<file path="config.mk">
export PLATFORM = sky130hd
export DESIGN_NAME = imuavg_mean
export DESIGN_NICKNAME = d
export VERILOG_FILES = /design/src/imuavg_pkg.sv /design/src/imuavg_cell.sv /design/src/imuavg_mean.sv
export SDC_FILE = /design/constraint.sdc
export NUM_CORES = 1
export LEC_CHECK = 0
export BUFFER_PORTS_ARGS = -buffer_cell sky130_fd_sc_hd__buf_2
export CAP_MARGIN = 15
export CORE_MARGIN = 5
export CORE_UTILIZATION = 56
export DETAILED_ROUTE_END_ITERATION = 6
export GPL_ROUTABILITY_DRIVEN = 0
export PLACE_DENSITY = 0.76
export SYNTH_ARGS = -nofsm -noshare
export SYNTH_HDL_FRONTEND = slang
export SYNTH_SLANG_ARGS = --single-unit
</file>
<file path="constraint.sdc">
create_clock -name clk -period 2.85 [get_ports clk]
set_input_delay 0.4275 -clock clk [delete_from_list [all_inputs] [get_ports clk]]
set_output_delay 0.4275 -clock clk [all_outputs]
set_load 0.05 [all_outputs]
</file>
<file path="src/imuavg_pkg.sv">
package imuavg_pkg;

	// fixed field widths
	localparam int SAMPLE_W    = 16;
	localparam int COEF_FRAC   = 12;
	localparam int CFG_DATA_W  = 48;
	localparam int CFG_INDEX_W = 3;

	// default averaging window
	localparam int WINDOW_DEF = 8;

	typedef logic signed [SAMPLE_W-1:0] sample_t;

	typedef struct packed {
		sample_t x;
		sample_t y;
		sample_t z;
	} vec3_t;

	// configuration register indexes
	typedef enum logic [CFG_INDEX_W-1:0] {
		REG_MAG_ENABLE  = 3'd0,
		REG_OFFSET_X    = 3'd1,
		REG_OFFSET_Y    = 3'd2,
		REG_OFFSET_Z    = 3'd3,
		REG_MATRIX_ROW0 = 3'd4,
		REG_MATRIX_ROW1 = 3'd5,
		REG_MATRIX_ROW2 = 3'd6
	} cfg_reg_t;

	// identity soft iron matrix, 1.0 in q3.12
	localparam logic [CFG_DATA_W-1:0] ROW0_RESET = 48'h0000_0000_1000;
	localparam logic [CFG_DATA_W-1:0] ROW1_RESET = 48'h0000_1000_0000;
	localparam logic [CFG_DATA_W-1:0] ROW2_RESET = 48'h1000_0000_0000;

	// pipeline control shared by the datapath modules
	typedef struct packed {
		logic adv;   // whole pipeline moves this cycle
		logic take;  // input transaction accepted this cycle
		logic v1;    // stage 1 holds a transaction
		logic v2;    // stage 2 holds a transaction
	} pipe_ctl_t;

endpackage

</file>
<file path="src/imuavg_cell.sv">
module imuavg_cell import imuavg_pkg::*; (
	input  logic  clk,
	input  logic  arst_n,
	input  logic  shift,
	input  vec3_t din,
	output vec3_t dout
);

	vec3_t data_q;

	// one window slot, handed to the next cell on every accepted sample
	always_ff @(posedge clk or negedge arst_n) begin
		if (!arst_n) begin
			data_q <= '0;
		end else if (shift) begin
			data_q <= din;
		end
	end

	assign dout = data_q;

endmodule

</file>
<file path="src/imuavg_mean.sv">
module imuavg_mean import imuavg_pkg::*; #(
	parameter int WINDOW = WINDOW_DEF
) (
	input  logic      clk,
	input  logic      arst_n,
	input  pipe_ctl_t ctl,
	input  vec3_t     accel,
	output vec3_t     avg
);

	localparam int CW      = $clog2(WINDOW);
	localparam int SUM_W   = SAMPLE_W + CW;
	localparam int SHIFT_K = SUM_W + CW;
	localparam int MUL_W   = SUM_W + 1;
	localparam int PROD_W  = SUM_W + MUL_W;
	// reciprocal of the window, exact floor division for any biased sum
	localparam logic [MUL_W-1:0] RECIP =
		MUL_W'(((64'd1 << SHIFT_K) + 64'(WINDOW) - 64'd1) / 64'(WINDOW));
	// bias that keeps the running sum non-negative
	localparam logic [SUM_W-1:0] BIAS = SUM_W'(64'(WINDOW) << (SAMPLE_W - 1));

	vec3_t             tap [WINDOW+1];
	sample_t           a_new [3];
	sample_t           a_old [3];
	logic [SUM_W-1:0]  usum_q [3];
	logic [PROD_W-1:0] prod_s2 [3];
	logic [SAMPLE_W-1:0] q_s3 [3];
	sample_t           avg_s3 [3];

	// chain of window cells, newest sample enters cell 0
	assign tap[0] = accel;
	for (genvar k = 0; k < WINDOW; k++) begin : g_cell
		imuavg_cell u_cell (
			.clk   (clk),
			.arst_n(arst_n),
			.shift (ctl.take),
			.din   (tap[k]),
			.dout  (tap[k+1])
		);
	end

	assign a_new = '{accel.x, accel.y, accel.z};
	assign a_old = '{tap[WINDOW].x, tap[WINDOW].y, tap[WINDOW].z};

	// biased running sums: add newest, drop the sample leaving the window
	always_ff @(posedge clk or negedge arst_n) begin
		if (!arst_n) begin
			for (int i = 0; i < 3; i++) usum_q[i] <= BIAS;
		end else if (ctl.take) begin
			for (int i = 0; i < 3; i++) begin
				usum_q[i] <= usum_q[i] + SUM_W'(a_new[i]) - SUM_W'(a_old[i]);
			end
		end
	end

	// divide by the window through the reciprocal
	always_ff @(posedge clk) begin
		if (ctl.adv && ctl.v1) begin
			for (int i = 0; i < 3; i++) prod_s2[i] <= PROD_W'(usum_q[i]) * PROD_W'(RECIP);
		end
	end

	// take the quotient and remove the bias by flipping the sign bit
	always_comb begin
		for (int i = 0; i < 3; i++) q_s3[i] = prod_s2[i][SHIFT_K +: SAMPLE_W];
	end

	always_ff @(posedge clk) begin
		if (ctl.adv && ctl.v2) begin
			for (int i = 0; i < 3; i++) begin
				avg_s3[i] <= {~q_s3[i][SAMPLE_W-1], q_s3[i][SAMPLE_W-2:0]};
			end
		end
	end

	assign avg = '{x: avg_s3[0], y: avg_s3[1], z: avg_s3[2]};

	// running sums only move with an accepted sample
	a_sum_hold: assert property (@(posedge clk) disable iff (!arst_n)
		!ctl.take |=> $stable(usum_q[0]) && $stable(usum_q[1]) && $stable(usum_q[2]))
		else $error("running sum changed without a transaction");

endmodule

</file>
==> results of run 1 <==
-- state kept, by name, indices dropped and copies added, names as in the netlist --
signal              count
avg_s3                 48
usum_q                 57
prod_s2                48
g_cell.u_cell.dout    384
-- through the flow --
stage / setup slack, ns / power (mW) / util, %
after detailed placement: -0.355 / 25.7 / 60.3
after global placement: -0.277 / 25.0 / 60.3
final: -0.0572 / 34.1 / 65.4
after floorplan: 0.00293 / 21.5 / -
after CTS: -0.0507 / 33.6 / 65.0
after global routing: -0.198 / 36.7 / 65.4
-- power by group --
part / internal, mW / switching, mW
Sequential: 10.1 / 1.12
Clock: 4.62 / 2.84
Combinational: 7.58 / 7.84
-- placed cells by master, fill, tap and decap left out, drive strengths merged, types with 3 or more instances in the layout --
cell    count
mux2      383
mux2i      17
inv       221
a211oi      8
and2        6
nand2      56
nand4       5
o31a        3
clkbuf     78
a31oi       4
nor3        6
buf       182
and3        8
xnor2      28
nand2b      4
o21a        4
xor2       15
ha         60
a21oi      54
o22ai       3
o211ai      7
dfrtp     438
nor2b      10
bufinv      9
o21ai      54
dfstp       3
nor2       33
fa         54
a21o       15
edfxtp     96
clkinv     14
o21bai      6
nand3      10
-- what timing repair did --
item | CTS | global route
pin swaps | 10 | 19
hold endpoints to repair | 61 | 0
setup endpoints to repair | 17 | 22
hold buffers | 1 | 0
gates resized for setup | 12 | 33
setup buffers | 1 | 7
-- layout make-up --
cell class	count	area (µm²)
Fill cell	2950	14400
Sequential cell	537	13900
Multi-Input combinational cell	881	8710
Clock buffer	78	1570
Timing Repair Buffer	183	1280
Inverter	221	830
Tap cell	539	674
Clock inverter	24	338
Antenna cell	1	2.50
-- cells by family (layout without fill, tap and decap cells) --
logic type	Yosys count	after routing
compound gates	177	177
xor+xnor	43	43
fa+ha+maj	114	114
buf+inv	281	506
flops	537	537
mux	400	400
other cells	0	1
simple gates	147	147
-- Yosys cell counts (all sizes together) (10+ instances only) --
cell | number | area share, %
dfrtp | 438 | 47
mux2 | 383 | 18
inv | 221 | 3.5
edfxtp | 96 | 12
ha | 60 | 3.2
nand2 | 56 | 0.89
a21oi | 54 | 1.2
fa | 54 | 4.6
o21ai | 54 | 1.1
clkbuf | 45 | 0.72
nor2 | 33 | 0.53
xnor2 | 28 | 1.0
mux2i | 17 | 0.72
a21o | 15 | 0.48
buf | 15 | 0.29
xor2 | 15 | 0.56
nand3 | 10 | 0.21
nor2b | 10 | 0.27
-- critical path, stage by stage (launching register included) --
cell and delay (ns):
dfrtp_1 0.34, inv_2 0.05, fa_1 0.52, inv_2 0.05
fa_2 0.42, a211oi_2 0.23, nor2_2 0.09, o2111ai_2 0.28
a32oi_2 0.18, a21oi_1 0.20, mux2_1 0.35, xor2_1 0.15
-- per-layer routing --
layer	GRT usage, %	vias to the layer above	routed length [µm]
met1	24.9	6541	18500
met3	2.94	61	1520
met4	5.75	0	885
met5	0	-	0
met2	29.1	186	19400
li1	-	6153	-
-- worst paths after layout --
check / to / from / cells past startpoint / slack (ns)
setup / recovery: usum_q[37] / usum_q[20] / 11 / -0.06
min in group asynchronous: g_cell[2].u_cell.dout[18] / arst_n / 2 / 0.40
hold reg to reg: avg_s3[0][33] / prod_s2[0][42] / 0 / 0.41
setup reg to reg: usum_q[37] / usum_q[20] / 11 / -0.06
hold / removal: g_cell[0].u_cell.dout[11] / accel[11] / 2 / 0.09
max in group asynchronous: g_cell[3].u_cell.dout[35] / arst_n / 3 / 1.58
==> run_results.csv, run 1 <==
group,metric,value,unit
status,status,"complete, but fails checks",
status,violations,"setup timing",
logic_synthesis,ys_async_sr_fraction,82.1,%
cts,cts_root_buffer,"clkbuf_16",
routing,drt_pass1_iterations,5,
cts,cts.sinks,537,
timing,rsz0062_at_grt,"true",
final_layout,final_cell_area,0.0273,mm²
timing,fin_ws,-0.0572,ns
cts,tritoncts,"built",
power_and_ir_drop,leakagePower,12.4,nW
logic_synthesis,synthCells,1699,
grt,grt-ovfl-total,0,
logic_synthesis,ys_types,60,
logic_synthesis,yosys_warnings,0,
die,io_pins,102,
placement,dp_hpwl,27000,µm
power_and_ir_drop,power_density,1250,mW/mm²
die,coreArea,0.0418,mm²
die,initial_utilization,56.3,%
timing,final-hold-violation-count,0,
critical_path,crit_arrival,3.42,ns
routing,routed_via_density,5.25,
cts,numCtsBuffers,54,
timing,slew_headroom,49.1,%
timing,final.min_clock_period,2.91,ns
timing,fin_crit_sh,102,%
timing,setup_tns,-0.0825,ns
final_layout,syn_to_final_growth,16.2,%
logic_synthesis,syn_area,0.0235,mm²
timing,setup_viol,3,
routing,wl_per_cell,16.3,µm
routing,ant_nets,0,
logic_synthesis,synth.mux.area_fraction,19.1,%
die,die_w,215,µm
grt,grt_pass1_vias,14100,
placement,placed_area,0.0252,mm²
logic_synthesis,synthAdderAreaFrac,7.79,%
critical_path,worstSetupEndpointType,"flop",
routing,vias,12900,
critical_path,crit_path_start_kind,"flop",
critical_path,worstSetupPathType,"flop to flop",
final_layout,layout.nets,2046,
timing,tightest_slew,0.764,ns
logic_synthesis,synth_edf_count,96,
critical_path,worst-path-max-fanout,3,
routing,post-route-drc-count,0,
cts,clock_latency,0.59,ns
placement,dpl.cell_count,2352,
final_layout,drive_gt1_share,36.1,%
timing,maxSlewViolCount,0,
logic_synthesis,synth_compound_area_share,4.89,%
grt,track_usage,17.9,%
logic_synthesis,ys_ff_latch,537,
power_and_ir_drop,ir_drop,610,µV
die,die_height,215,µm
final_layout,fin_cells,2464,
grt,grt_max_degree,134,
logic_synthesis,synthXorXnorAreaFrac,1.60,%
logic_synthesis,synth_nets,1867,
routing,totalWireLength,40200,µm
flow_run,drv_cap,0,
cts,path_clk_slew,0.06,ns
critical_path,required,3.37,ns
logic_synthesis,synth_top_family_by_area,"multiplexers",
grt,antenna_found_initial,2,
worst_hold_path,hold_class,"input port to flop",
timing,clock_skew,0.0124,ns
timing,hold-worst-slack,0.0907,ns
grt,grt_pass1_wl,69200,µm
cts,ctsLongestPathBuffers,3,
timing,max_freq,344,MHz
logic_synthesis,ys_seq_area_share,59.2,%
die,fp-row-count,75,
logic_synthesis,synth.avg_cell_area,13.8,µm²
routing,drtIter0Drc,815,
logic_synthesis,synth_ff_type,"dfrtp_1",
die,die_area,0.0462,mm²
cts,htreeDepth,2,
logic_synthesis,synth-simple-area-share,2.92,%
placement,io_buffers,101,
No activity file was read; power rests on OpenSTA's default activity.
==> run 2, diff against run 1 <==
- CORE_UTILIZATION: 56 -> 40
- PLACE_DENSITY: 0.76 -> unset
==> run 2 against run 1 <==
  * The flow now finishes without violations
  * Setup slack improved by 0.058 ns
  * First-iteration DRC count decreased by 26%
  * Sequential share of layout area decreased by 0.91 points
  * Flip-flop and latch count unchanged
  * Critical path type unchanged
  * Critical path depth unchanged
  * Routed wire length increased by 3.0%
  * Combinational power about the same
  * Clock power increased by 3.4%
  * Final area increased by 1.8%
==> run_results.csv, run 2 (same netlist as run 1, synthesis figures left out) <==
group,metric,value,unit
critical_path,cp_slowest_cell,"fa_1",
power_and_ir_drop,ir_drop,538,µV
power_and_ir_drop,power.internal,22.7,mW
cts,clock_latency,0.59,ns
final_layout,final_common_cell,"dfrtp_1",
critical_path,required,3.37,ns
flow_run,drv_cap,0,
power_and_ir_drop,leakagePower,12.5,nW
grt,grt_pass1_wl,70500,µm
critical_path,crit_path_start_kind,"flop",
routing,post-route-drc-count,0,
worst_hold_path,hold_class,"input port to flop",
routing,drtIter0Drc,602,
cts,cts_root_buffer,"clkbuf_16",
routing,drt_pass1_iterations,4,
cts,ctsLongestPathBuffers,3,
timing,clock_skew,0.0128,ns
timing,final.min_clock_period,2.85,ns
power_and_ir_drop,swShare,34.3,%
die,fp-row-count,88,
cts,numCtsBuffers,57,
timing,tightest_slew,0.803,ns
power_and_ir_drop,power_density,1240,mW/mm²
critical_path,reg2reg_depth,11,
critical_path,critical_path.cell_chain,"inv_2 -> fa_1 -> inv_2 -> fa_2 -> a211oi_2 -> nor2_2 -> o2111ai_2 -> a32oi_2 -> a21oi_2 -> mux2_4 -> xor2_1",
routing,vias,12900,
die,coreArea,0.0580,mm²
routing,ant_nets,0,
cts,cts.sinks,537,
placement,dpl.cell_count,2595,
critical_path,slowest_delay,0.51,ns
timing,setup_viol,0,
final_layout,fin_util,48.0,%
timing,slew_headroom,46.5,%
critical_path,worstSetupEndpointType,"flop",
power_and_ir_drop,pwr-share-comb,45.4,%
final_layout,syn_to_final_growth,18.3,%
routing,totalWireLength,41400,µm
die,io_pins,102,
grt,grt_pass1_vias,13900,
status,status,"complete, no violations",
power_and_ir_drop,p_total,34.6,mW
placement,placed_area,0.0256,mm²
die,die_area,0.0637,mm²
worst_hold_path,holdPathStages,2,
cts,htreeDepth,2,
cts,tritoncts,"built",
final_layout,fin_cells,2708,
grt,grt_max_degree,149,
timing,fin_crit_sh,100,%
power_and_ir_drop,seqPwrFrac,32.4,%
final_layout,layout.nets,2067,
die,die_w,252,µm
grt,track_usage,13.2,%
final_layout,fillers,5035,
final_layout,n_antenna_cell,0,
timing,final-hold-violation-count,0,
placement,io_buffers,101,
critical_path,worstSetupPathType,"flop to flop",
final_layout,drive_gt1_share,37.2,%
routing,routed_via_density,4.77,
critical_path,crit_arrival,3.37,ns
routing,wl_per_cell,15.3,µm
timing,maxSlewViolCount,0,
final_layout,largest_reg_flops,384,
timing,max_freq,351,MHz
timing,hold-worst-slack,0.0807,ns
critical_path,worst-path-max-fanout,4,
cts,path_clk_slew,0.06,ns
final_layout,final_cell_area,0.0278,mm²
power_and_ir_drop,clkPwrFrac,22.3,%
timing,rsz0062_at_grt,"true",
die,die_height,252,µm
die,initial_utilization,40.5,%
power_and_ir_drop,switchingPower,11.8,mW
final_layout,mostFrequentLayoutCells,"438 x dfrtp_1, 382 x mux2_2, 215 x inv_1, 99 x buf_2, 96 x edfxtp_1",
grt,antenna_found_initial,2,
critical_path,cpMostUsedCell,"inv_2",
placement,dp_hpwl,27700,µm
grt,grt-ovfl-total,0,
-- run 2: cell count changes in the layout (fill, tap and decap cells not counted), moves of 2 or more --
cell	previous run	this run
inv_6	0	2
a21oi_2	4	6
clkinv_2	6	9
clkinv_1	8	3
a21oi_1	50	47
ha_4	3	5
buf_4	69	88
a31oi_1	1	3
clkbuf_16	58	60
ha_1	54	51
clkbuf_1	16	14
-- run 2: worst max-delay path, delay by kind of cell (launching register included) --
| family | cells | cell delay [ns] |
|---|---|---|
| AO/OA/AOI/OAI | 4 | 0.94 |
| adder cells (fa/ha/maj) | 2 | 0.86 |
| flip-flops | 1 | 0.34 |
| multiplexers | 1 | 0.32 |
| XOR/XNOR | 1 | 0.14 |
| buffers and inverters | 2 | 0.09 |
| AND/OR/NAND/NOR | 1 | 0.09 |
-- run 2: final timing paths --
check                                from                        end  slack (ns)
min in group asynchronous          arst_n  g_cell[1].u_cell.dout[16]        0.33
min                              accel[6]   g_cell[0].u_cell.dout[6]        0.08
max                            usum_q[20]                 usum_q[37]      0.0008
max reg2reg                    usum_q[20]                 usum_q[37]      0.0008
min reg2reg                prod_s2[0][13]              avg_s3[0][10]        0.42
max in group asynchronous          arst_n   g_cell[2].u_cell.dout[2]        1.62
-- run 2: final cells by class --
| class | instances | area, µm² | area share [%] |
|---|---|---|---|
| Tap cell | 765 | 957 | 3.44 |
| Clock buffer | 78 | 1610 | 5.78 |
| Multi-Input combinational cell | 881 | 8730 | 31.4 |
| Timing Repair Buffer | 201 | 1420 | 5.09 |
| Sequential cell | 537 | 13900 | 50.0 |
| Inverter | 221 | 830 | 2.98 |
| Clock inverter | 25 | 360 | 1.30 |
-- run 2: what timing repair did --
action / in CTS / in global routing
gates cloned: 0 / 0
resized for setup: 12 / 32
pin swaps: 8 / 31
hold endpoints to repair: 33 / 0
setup buffers: 2 / 8
hold buffers: 1 / 0
endpoints found under the setup margin: 14 / 24
-- run 2: power groups by stage --
stage	Sequential, mW	Combinational [mW]	Clock (mW)
floorplan	11.1	10.4	0
global placement	11.3	14.3	0
detailed placement	11.4	14.6	0
CTS	11.2	15.0	7.98
global route	11.5	17.6	8.29
finish	11.2	15.7	7.71
-- run 2: per-stage QoR --
stage                     setup TNS [ns]  setup slack, ns
final                                  0         0.000788
after floorplan                        0          0.00293
after global placement             -5.15           -0.351
after detailed placement           -6.36           -0.362
after CTS                       -0.00927         -0.00389
after global routing              -0.614           -0.117
-- run 2: routing by layer --
metal / wire [µm] / vias to the layer above / global-route usage [%]
li1: - / 6192 / -
met1: 19800 / 6489 / 18.6
met2: 19200 / 163 / 21.2
met3: 1580 / 64 / 2.81
met4: 858 / 2 / 3.26
met5: 7 / - / 0
==> run 3, diff against run 2 <==
- clock period: 2.85 -> 2.59 ns (I/O delays scaled with it)
==> run 3 against run 2 <==
  * Register-to-register slack got worse by 0.34 ns
  * Utilization increased by 1.4 points
  * Combinational power up 27%
  * The run now ends with setup timing left
  * Via count increased by 1.7%
  * Clock skew is 0.0024 ns higher
  * Flip-flop and latch count is the same
==> run_results.csv, run 3 (same netlist as run 1, synthesis figures left out) <==
group,metric,value,unit
cts,cts.sinks,537,
routing,drt_pass1_iterations,4,
grt,grt-ovfl-total,0,
cts,ctsLongestPathBuffers,3,
final_layout,final_common_cell,"dfrtp_1",
cts,numCtsBuffers,56,
power_and_ir_drop,ir_drop,721,µV
critical_path,ff2ff_setup_slack,-0.34,ns
grt,antenna_found_initial,4,
timing,fin_crit_sh,113,%
timing,maxSlewViolCount,0,
final_layout,drive_gt1_share,41.0,%
placement,dpl.cell_count,2631,
timing,slew_headroom,57.8,%
flow_run,drv_cap,0,
die,die_height,252,µm
timing,fin_ws,-0.341,ns
critical_path,required,3.11,ns
die,io_pins,102,
final_layout,mostFrequentLayoutCells,"438 x dfrtp_1, 383 x mux2_2, 211 x inv_1, 130 x buf_4, 99 x buf_2",
routing,ant_nets,0,
placement,io_buffers,101,
routing,wl_per_cell,15.2,µm
critical_path,cpMostUsedCell,"inv_2",
power_and_ir_drop,power_density,1410,mW/mm²
routing,post-route-drc-count,0,
placement,dp_hpwl,28200,µm
routing,vias,13100,
critical_path,worst-path-max-fanout,4,
critical_path,slowest_delay,0.54,ns
critical_path,crit_start,"usum_q[20]",
final_layout,syn_to_final_growth,21.8,%
timing,rsz0062_at_grt,"true",
routing,drtIter0Drc,515,
critical_path,worstSetupEndpointType,"flop",
cts,tritoncts,"built",
critical_path,reg2reg_depth,11,
critical_path,worstSetupPathType,"flop to flop",
critical_path,worstReg2RegStart,"usum_q[20]",
timing,setup_tns,-3.77,ns
worst_hold_path,hold_class,"input port to flop",
grt,grt_pass1_wl,71800,µm
final_layout,fillers,4968,
timing,setup_viol,25,
die,die_w,252,µm
critical_path,cp_slowest_cell,"fa_1",
timing,clock_skew,0.0152,ns
critical_path,setup.worst_path.end,"usum_q[37]",
die,initial_utilization,40.5,%
timing,final-hold-violation-count,0,
final_layout,layout.nets,2131,
final_layout,largest_reg_flops,384,
timing,final.min_clock_period,2.93,ns
power_and_ir_drop,p_total,40.5,mW
timing,max_freq,341,MHz
die,die_area,0.0637,mm²
final_layout,fin_cells,2777,
status,violations,"setup timing",
status,status,"complete, but fails checks",
grt,grt_max_degree,97,
critical_path,r2r-end,"usum_q[37]",
routing,totalWireLength,42200,µm
cts,cts_root_buffer,"clkbuf_16",
cts,path_clk_slew,0.06,ns
timing,tightest_slew,0.632,ns
critical_path,critical_path.cell_chain,"inv_2 -> fa_1 -> inv_2 -> fa_2 -> a211oi_2 -> nor2_2 -> o2111ai_2 -> a32oi_2 -> a21oi_1 -> mux2_2 -> xor2_1",
grt,track_usage,13.5,%
grt,grt_pass1_vias,14200,
power_and_ir_drop,leakagePower,12.8,nW
final_layout,fin_util,49.4,%
critical_path,crit_path_start_kind,"flop",
cts,clock_latency,0.60,ns
critical_path,crit_arrival,3.45,ns
die,coreArea,0.0580,mm²
die,fp-row-count,88,
routing,routed_via_density,4.73,
cts,htreeDepth,2,
run 3: cell types whose count changed in the layout (fill, tap and decap cells not counted), moves of 4 or more:
| cell | before | now |
|---|---|---|
| buf_4 | 88 | 130 |
| o21ai_0 | 48 | 34 |
| buf_6 | 0 | 13 |
| ha_1 | 51 | 41 |
| dlygate4sd3_1 | 1 | 10 |
| ha_4 | 5 | 12 |
| o21ai_1 | 4 | 11 |
| clkbuf_8 | 4 | 10 |
| o21ai_2 | 2 | 7 |
| a21oi_1 | 47 | 43 |
| bufinv_16 | 9 | 5 |
| clkinv_1 | 3 | 7 |
| inv_1 | 215 | 211 |
run 3: how the worst min path moves through the flow:
stage	from	end	slack, ns	cells after the start
6_report	accel[27]	g_cell[0].u_cell.dout[27]	0.05	2
5_1_grt	accel[46]	g_cell[0].u_cell.dout[46]	0.02	2
4_1_cts	accel[20]	g_cell[0].u_cell.dout[20]	0.003	2
3_5_place_dp	arst_n	g_cell[1].u_cell.dout[17]	0.27	1
3_3_place_gp	arst_n	g_cell[1].u_cell.dout[17]	0.27	1
2_1_floorplan	arst_n	g_cell[0].u_cell.dout[0]	0.09	0
run 3: power breakdown:
part | internal [mW] | switching (mW) | leakage, nW
combinational | 10.5 | 9.54 | 5.78
sequential | 11.1 | 1.21 | 6.11
clock | 4.87 | 3.27 | 0.931
total | 26.5 | 14.0 | 12.8
run 3: routing by layer:
metal | share of wire, % | wire length (µm) | track usage (%)
met2 | 45 | 19100 | 20.8
met5 | 0 | 0 | 0
met4 | 2.7 | 1130 | 4.31
met1 | 49 | 20400 | 19.4
met3 | 3.6 | 1520 | 2.60
run 3: metrics by stage:
step	setup slack (ns)	hold slack, ns	cell area [µm²]
detailed placement	-0.508	0.268	25900
global route	-0.392	0.0155	28700
finish	-0.341	0.0525	28700
global placement	-0.489	0.268	25900
floorplan	-0.151	0.0929	23600
CTS	-0.291	0.00304	28300
run 3: cell type report:
class | count | area (µm²) | share of cell area [%]
clock buffer | 80 | 1630 | 5.70
multi-input combinational | 881 | 9060 | 31.6
tap | 765 | 957 | 3.34
clock inverter | 25 | 251 | 0.878
timing repair buffer | 266 | 1990 | 6.94
sequential | 537 | 13900 | 48.6
antenna | 2 | 5.00 | 0.0175
inverter | 221 | 837 | 2.92
run 3: worst max-delay path, delay by kind of cell (launching register included):
kind	cells	cell delay (ns)
multiplexers	1	0.36
flip-flops	1	0.33
adder cells (fa/ha/maj)	2	0.90
buffers and inverters	2	0.09
AO/OA/AOI/OAI	4	0.94
XOR/XNOR	1	0.14
AND/OR/NAND/NOR	1	0.08
run 3: what timing repair did:
action / 4_1_cts / 5_1_grt
resized for setup: 57 / 57
setup endpoints to repair: 31 / 35
hold endpoints to repair: 148 / 0
pin swaps: 30 / 52
buffers inserted: 14 / 16
hold buffers: 10 / 0
